`src/tdp_pkg.sv`:
```
// ----------------------------------------------------------------------------
// tdp_pkg
// shared types and constants of the trial division prime test
// ----------------------------------------------------------------------------
package tdp_pkg;

  localparam int unsigned VALUE_WIDTH_DEF = 32;
  localparam int unsigned FIRST_DIVISOR   = 3;
  localparam int unsigned DIVISOR_STEP    = 2;
  localparam int unsigned SMALLEST_PRIME  = 2;

  typedef enum logic [1:0] {
    ST_IDLE,
    ST_START,
    ST_WAIT,
    ST_DONE
  } tdp_state_e;

  // status of one serial division, valid while done is high
  typedef struct packed {
    logic done;
    logic rem_zero;
    logic bound_hit;
  } div_status_t;

endpackage

```
`src/tdp_serial_div.sv`:
```
// ----------------------------------------------------------------------------
// tdp_serial_div
// bit-serial restoring divider, one dividend bit per cycle
// ----------------------------------------------------------------------------
module tdp_serial_div import tdp_pkg::*; #(
  parameter int unsigned VALUE_WIDTH = VALUE_WIDTH_DEF,
  parameter int unsigned DIV_WIDTH   = (VALUE_WIDTH - 1) / 2 + 2
) (
  input  logic                   clk_i,
  input  logic                   rst_ni,
  input  logic                   start_i,
  input  logic [VALUE_WIDTH-1:0] value_i,
  input  logic [DIV_WIDTH-1:0]   divisor_i,
  output div_status_t            status_o
);

  localparam int unsigned CntWidth = $clog2(VALUE_WIDTH);

  logic                   busy_q, busy_d;
  logic                   done_q, done_d;
  logic [CntWidth-1:0]    cnt_q, cnt_d;
  logic [VALUE_WIDTH-1:0] num_q, num_d;
  logic [VALUE_WIDTH-1:0] quo_q, quo_d;
  logic [DIV_WIDTH-1:0]   rem_q, rem_d;

  logic [DIV_WIDTH:0]     trial;
  logic [DIV_WIDTH:0]     diff;
  logic                   ge;

  // shift the next dividend bit into the partial remainder
  assign trial = {rem_q, num_q[VALUE_WIDTH-1]};
  assign ge    = trial >= {1'b0, divisor_i};
  assign diff  = trial - {1'b0, divisor_i};

  always_comb begin
    busy_d = busy_q;
    done_d = 1'b0;
    cnt_d  = cnt_q;
    num_d  = num_q;
    quo_d  = quo_q;
    rem_d  = rem_q;
    if (start_i) begin
      busy_d = 1'b1;
      cnt_d  = '0;
      num_d  = value_i;
      quo_d  = '0;
      rem_d  = '0;
    end else if (busy_q) begin
      num_d = {num_q[VALUE_WIDTH-2:0], 1'b0};
      quo_d = {quo_q[VALUE_WIDTH-2:0], ge};
      rem_d = ge ? diff[DIV_WIDTH-1:0] : trial[DIV_WIDTH-1:0];
      cnt_d = cnt_q + CntWidth'(1);
      if (cnt_q == CntWidth'(VALUE_WIDTH - 1)) begin
        busy_d = 1'b0;
        done_d = 1'b1;
      end
    end
  end

  always_ff @(posedge clk_i or negedge rst_ni) begin
    if (!rst_ni) begin
      busy_q <= 1'b0;
      done_q <= 1'b0;
      cnt_q  <= '0;
    end else begin
      busy_q <= busy_d;
      done_q <= done_d;
      cnt_q  <= cnt_d;
    end
  end

  always_ff @(posedge clk_i) begin
    num_q <= num_d;
    quo_q <= quo_d;
    rem_q <= rem_d;
  end

  // divisor above the quotient means divisor squared exceeds the value
  always_comb begin
    status_o.done      = done_q;
    status_o.rem_zero  = rem_q == '0;
    status_o.bound_hit = VALUE_WIDTH'(divisor_i) > quo_q;
  end

endmodule

```
`config.mk`:
```
export PLATFORM = sky130hd
export DESIGN_NAME = tdp_serial_div
export DESIGN_NICKNAME = d
export VERILOG_FILES = /design/src/tdp_pkg.sv /design/src/tdp_serial_div.sv
export SDC_FILE = /design/constraint.sdc
export NUM_CORES = 1
export LEC_CHECK = 0
export ABC_CLOCK_PERIOD_IN_PS = 4760
export BUFFER_PORTS_ARGS = -buffer_cell sky130_fd_sc_hd__buf_2
export CORE_ASPECT_RATIO = 1.75
export CORE_MARGIN = 4
export CORE_UTILIZATION = 50
export DETAILED_ROUTE_END_ITERATION = 16
export PLACE_DENSITY = 0.7
export RECOVER_POWER = 50
export SLEW_MARGIN = 20
export SYNTH_ARGS = -nofsm -noshare
export SYNTH_HDL_FRONTEND = slang
export SYNTH_SLANG_ARGS = --single-unit
```
`constraint.sdc`:
```
create_clock -name clk_i -period 4.76 [get_ports clk_i]
set_input_delay 0.238 -clock clk_i [delete_from_list [all_inputs] [get_ports clk_i]]
set_output_delay 0.238 -clock clk_i [all_outputs]
set_load 0.03 [all_outputs]
```
Word level (Yosys, flattened, before mapping)
Index checks and enable logic that the tools add are counted.

word-level totals
  register bits after elaboration = 88
  word-level logic and storage cells = 24

operators by class
  $add $sub $neg = 2
  $lt $le $gt $ge = 2
  eq/ne operators = 1
  muxes and demuxes = 11
  reductions and logical operators = 2

operator list
  cell                                                            count
  32-bit two-way mux                                              2
  17-bit by 32-bit greater-than comparator with 1-bit output      1
  18-bit by 17-bit >= comparator with 1-bit output                1
  17-bit zero test                                                1
  17-bit two-way mux                                              1
  17-bit subtractor                                               1
  5-bit two-way mux                                               2
  1-bit two-way mux                                               6
  5-bit by 1-bit adder with 5-bit output (second input constant)  1
  5-bit equality test (second input constant)                     1
  2-bit nonzero test                                              1

Depth between registers and ports, before layout
  depth in word-level cells = 4
  gate-level depth with buffers = 12
  gate-level depth less buffers = 10

Least setup slack after synthesis
No wires, ideal clock.

  path kind = register to register
  from = register num_q[31]
  to = register rem_q[3]
  data arrival time = 2416 ps
  required time = 4669 ps
  setup slack = 2253 ps
  stages on the path, launching flop included = 13
  buffers on the path = 2
  cells stage by stage = edfxtp_1 > inv_1 > ha_1 > inv_1 > fa_1 > a21o_1 > a221o_1 > a21oi_2 > o311a_1 > buf_6 > buf_8 > nand2_1 > a311oi_1

on the way
  word-level cells in the longest chain between the ends = 2

ends and longest elaborated chain
  element                                                                                       RTL line                                    source
  start, declared                                                                               tdp_serial_div.sv:22                        logic [VALUE_WIDTH-1:0] num_q, num_d;
  start signal, assigned                                                                        tdp_serial_div.sv:73                        num_q <= num_d;
  17-bit subtractor / 18-bit by 17-bit >= comparator with 1-bit output (equally long branches)  tdp_serial_div.sv:33, tdp_serial_div.sv:32
  17-bit two-way mux (*)                                                                        tdp_serial_div.sv:51                        rem_d = ge ? diff[DIV_WIDTH-1:0] : trial[DIV_WIDTH-1:0];
  end signal, assigned                                                                          tdp_serial_div.sv:75                        rem_q <= rem_d;
  end, declared                                                                                 tdp_serial_div.sv:24                        logic [DIV_WIDTH-1:0] rem_q, rem_d;

Mark *: on every way between the ends. The rest lies on a longest branch, timed or not.
A chain may end at the register's enable or synchronous reset.

Worst setup path after layout
  from = register num_q[31]
  to = register rem_q[0]

Same word-level chain as after synthesis.

==> summary.md <==
| Metric | Value |
|---|---|
| Row count | `47` |
| Main synth FF type | `sky130_fd_sc_hd__dfxtp_1` |
| Level count of the clock H-tree | `3` |
| Total leakage power | `2.52 nW` |
| Number of buffers created by CTS | `9` |
| Clock Pin Slew Worst Setup and Hold Paths | `0.07 ns` |
| Area growth from synthesis to layout | `12.7%` |
| Reg-to-reg critical path startpoint | `num_q[31]$_DFFE_PP_` |
| Count leader, synth | `sky130_fd_sc_hd__nor2_1` |
| Dominant combinational cell family by area after synthesis | `multiplexers` |
| Number of slew-limit violations in the final report | `0` |
| Number of buffers added for setup after CTS | `0` |
| Leading area contributor after synthesis | `sky130_fd_sc_hd__dfxtp_1` |
| Area share of the leading cell type in the synthesized netlist | `20.1%` |
| Largest net degree at the start of global routing | `81` |
| CTS Sinks | `88` |
| Data arrival time at the worst-slack endpoint | `3.28 ns` |
| Post-synth net total | `574` |
| Clock buffer depth | `2` |
| Hold-critical path depth | `2` |
| Post-Synthesis Cell Area | `4880 um^2` |
| Number of DRC markers after the initial detailed-route iteration | `185` |
| Worst-case hold path end point | `num_q[0]$_SDFFCE_PN0P_` |
| Final worst hold slack | `0.192 ns` |
| Standard cell core area | `9530 um^2` |
| Clock Skews | `0.00977 ns` |
| Fmax | `330 MHz` |
| Gr ovfl total | `0` |
| Total Neg Setup Slack | `0 ns` |
| Maximum VDD drop | `0.230 mV` |
| Antenna diode count | `0` |
| Worst min-delay path class | `input port to register` |
| Root buffer cell | `sky130_fd_sc_hd__clkbuf_16` |
| Worst Reg-to-Reg Cells | `10` |
| Largest stage delay, worst path | `0.63 ns` |
| Share of async-settable or async-resettable flops after synthesis | `7.95%` |
| Main area contributors after synthesis | `sky130_fd_sc_hd__dfxtp_1, sky130_fd_sc_hd__edfxtp_1, sky130_fd_sc_hd__ha_1, sky130_fd_sc_hd__mux2_2, sky130_fd_sc_hd__mux2i_1` |
| Compound-Gate Fraction of Synth Area | `12.1%` |
| Via/cell ratio | `5.52` |
| Power Density | `329 nW/um^2` |
| Worst-path maximum fanout | `18` |
| Number of instances in the synthesized netlist | `485` |
| Fraction of the yosys area taken by sequential cells | `43.3%` |
| Synthesized area per cell | `10.1 um^2` |
| Slowest library cell on the worst path | `sky130_fd_sc_hd__o311a_1` |
| Routability Congestion | `0.812` |
| Overall routed net length | `9730 um` |
| Kind of end point of the critical path | `register` |
| Number of setup violations in the final report | `0` |
| Number of enable flip-flop cells after synthesis | `32` |
| Share of post-route cells with drive strength above 1 | `20.9%` |
| Worst path bufs/invs | `2` |
| Via count of the first global-routing pass | `3,555` |
| Routed wirelength normalized by instance count | `14.9 um` |
| Count of boundary I/O pins | `55` |
| Min cycle time layout | `3.03 ns` |
| Worst Tran Pin Value | `0.931 ns` |
| Effective utilization at floorplan | `51.3%` |
| Clock insertion delay at the later pin of the skew report | `0.35 ns` |
| Length of the first detailed-routing pass in iterations | `4` |
| Final worst-path cycle share | `63.7%` |
| Number of nets in the final layout | `616` |
| Hpwl dp | `7420 um` |
| Final hold violation count | `0` |
| Number of nets with antenna violations after routing | `0` |
| Global router's overall resource usage | `17.6%` |
| Die outline width | `82.7 um` |
| CTS tree | `yes` |
| Critical path start-end classification | `register to register` |
| Number of buffers inserted by port buffering | `54` |
| Count of warnings emitted by yosys | `0` |
| Fraction of synthesized area in multiplexers | `14.1%` |
| Chip Height | `139 um` |
| Area taken by multi-input logic gates | `2480 um^2` |
| Worst Setup Start Kind | `register` |
| Wire length of the first global-routing pass | `15,900 um` |
| Area taken by flip-flops and latches | `2120 um^2` |
| DIE AREA | `11,500 um^2` |
| Number of distinct library cell variants in the gate-level netlist after synthesis | `54` |
| Initial antenna violation count | `0` |
| Setup repair after global routing missed its margin | `no` |
| DRC viols | `0` |
| Share of the synthesized netlist area taken by xor and xnor gates | `2.87%` |
| Most numerous cell on the critical path | `sky130_fd_sc_hd__inv_1` |
| Post-synthesis register bit count | `88` |
| Total number of vias | `3,613` |
| Filler cells | `872` |
| Series of cell instances along the critical path | `inv_1 -> ha_1 -> inv_1 -> fa_1 -> a21o_1 -> a221o_1 -> a21oi_2 -> o311a_1 -> nand2_1 -> a311oi_1` |
| FF-to-FF setup slack | `1.73 ns` |
| Basic-gate share of the synthesized area counting and, or, nand and nor cells | `12.1%` |
| Result of the run | `completed` |
| CP delay by family, top | `compound AO/OA/AOI/OAI gates` |
| Reg2reg end | `rem_q[0]$_SDFFE_PP0P_` |
| Required time reported for the critical path endpoint | `5.01 ns` |
| Slew margin rel. | `37.9%` |
| Most numerous cell types in the synthesized netlist | `sky130_fd_sc_hd__nor2_1, sky130_fd_sc_hd__dfxtp_1, sky130_fd_sc_hd__inv_1` |
| Worst Min Path Start | `value_i[0]` |
| Total of max-cap violations | `0` |
| Post-synthesis share of cell area spent on full adders, half adders and majority gates | `9.63%` |
==> worst max path at each step <==
| stage | from | endpoint | slack [ns] | cells after the start |
|---|---|---|---|---|
| after CTS | num_q[31]$_DFFE_PP_ | rem_q[0]$_SDFFE_PP0P_ | 1.72 | 10 |
| after detailed placement | num_q[31]$_DFFE_PP_ | rem_q[7]$_SDFFE_PP0P_ | 1.77 | 10 |
| after global routing | num_q[31]$_DFFE_PP_ | rem_q[5]$_SDFFE_PP0P_ | 1.46 | 10 |
| after floorplan | num_q[31]$_DFFE_PP_ | rem_q[3]$_SDFFE_PP0P_ | 2.25 | 12 |
| final | num_q[31]$_DFFE_PP_ | rem_q[0]$_SDFFE_PP0P_ | 1.73 | 10 |
| after global placement | num_q[31]$_DFFE_PP_ | rem_q[0]$_SDFFE_PP0P_ | 1.88 | 10 |
==> sequential cells by signal, indices dropped and copies added, names as in the netlist <==
signal  flops
num_q      32
quo_q      32
rem_q      17
cnt_q       5
busy_q      1
done_q      1
==> report_power, final <==
group / leakage [nW] / total (mW) / switching, mW / internal [mW]
Clock: 0.146 / 0.726 / 0.308 / 0.417
Combinational: 1.55 / 0.242 / 0.132 / 0.111
Sequential: 0.826 / 0.844 / 0.0213 / 0.822
==> layer usage <==
layer | vias up | global-route usage (%) | wire length (um)
met5 | - | 0 | 0
met4 | 0 | 7.32 | 219
met3 | 17 | 3.45 | 402
met2 | 72 | 31.4 | 5210
met1 | 1708 | 19.7 | 3890
li1 | 1816 | - | -
==> layout by cell type, fill, tap and decap left out, drive strengths merged, types with 6 or more instances in the layout <==
master | Yosys | layout
a32oi | 6 | 6
dfrtp | 7 | 7
ha | 36 | 36
clkbuf | 8 | 12
nand2 | 32 | 32
xnor2 | 10 | 10
nand3 | 6 | 6
dfxtp | 49 | 49
xor2 | 6 | 6
nor2 | 56 | 56
a311oi | 8 | 8
nor4 | 8 | 8
nand4 | 9 | 9
o21ai | 16 | 16
nand2b | 6 | 6
edfxtp | 32 | 32
buf | 18 | 53
mux2 | 31 | 31
mux2i | 34 | 34
a21oi | 21 | 21
inv | 40 | 44
a21o | 10 | 10
==> layout make-up <==
| cell class | instances | area share [%] |
|---|---|---|
| Clock buffer | 9 | 4.09 |
| Timing Repair Buffer | 57 | 5.30 |
| Clock inverter | 7 | 1.55 |
| Multi-Input combinational cell | 331 | 45.1 |
| Inverter | 40 | 2.73 |
| Tap cell | 122 | 2.77 |
| Sequential cell | 88 | 38.5 |
==> logic make-up after synthesis <==
group	count (synthesis)
xor+xnor	16
mux	65
flops	88
simple gates	129
buf+inv	66
fa+ha+maj	37
compound gates	84
==> repair_timing <==
| item | CTS | global route |
|---|---|---|
| endpoints found under the hold margin | 7 | 0 |
| resized for setup | 0 | 0 |
| hold buffers | 1 | 0 |
==> through the flow <==
| step | area [um^2] | worst slack (ns) | instances | util (%) | power, mW |
|---|---|---|---|---|---|
| floorplan | 4880 | 2.25 | 485 | - | 1.03 |
| global placement | 5190 | 1.88 | 637 | 54.5 | 1.10 |
| detailed placement | 5190 | 1.77 | 637 | 54.5 | 1.10 |
| CTS | 5510 | 1.72 | 654 | 57.8 | 1.83 |
| global route | 5510 | 1.46 | 654 | 57.8 | 1.89 |
| finish | 5510 | 1.73 | 654 | 57.8 | 1.81 |
Power figures use the tool's default switching activity.
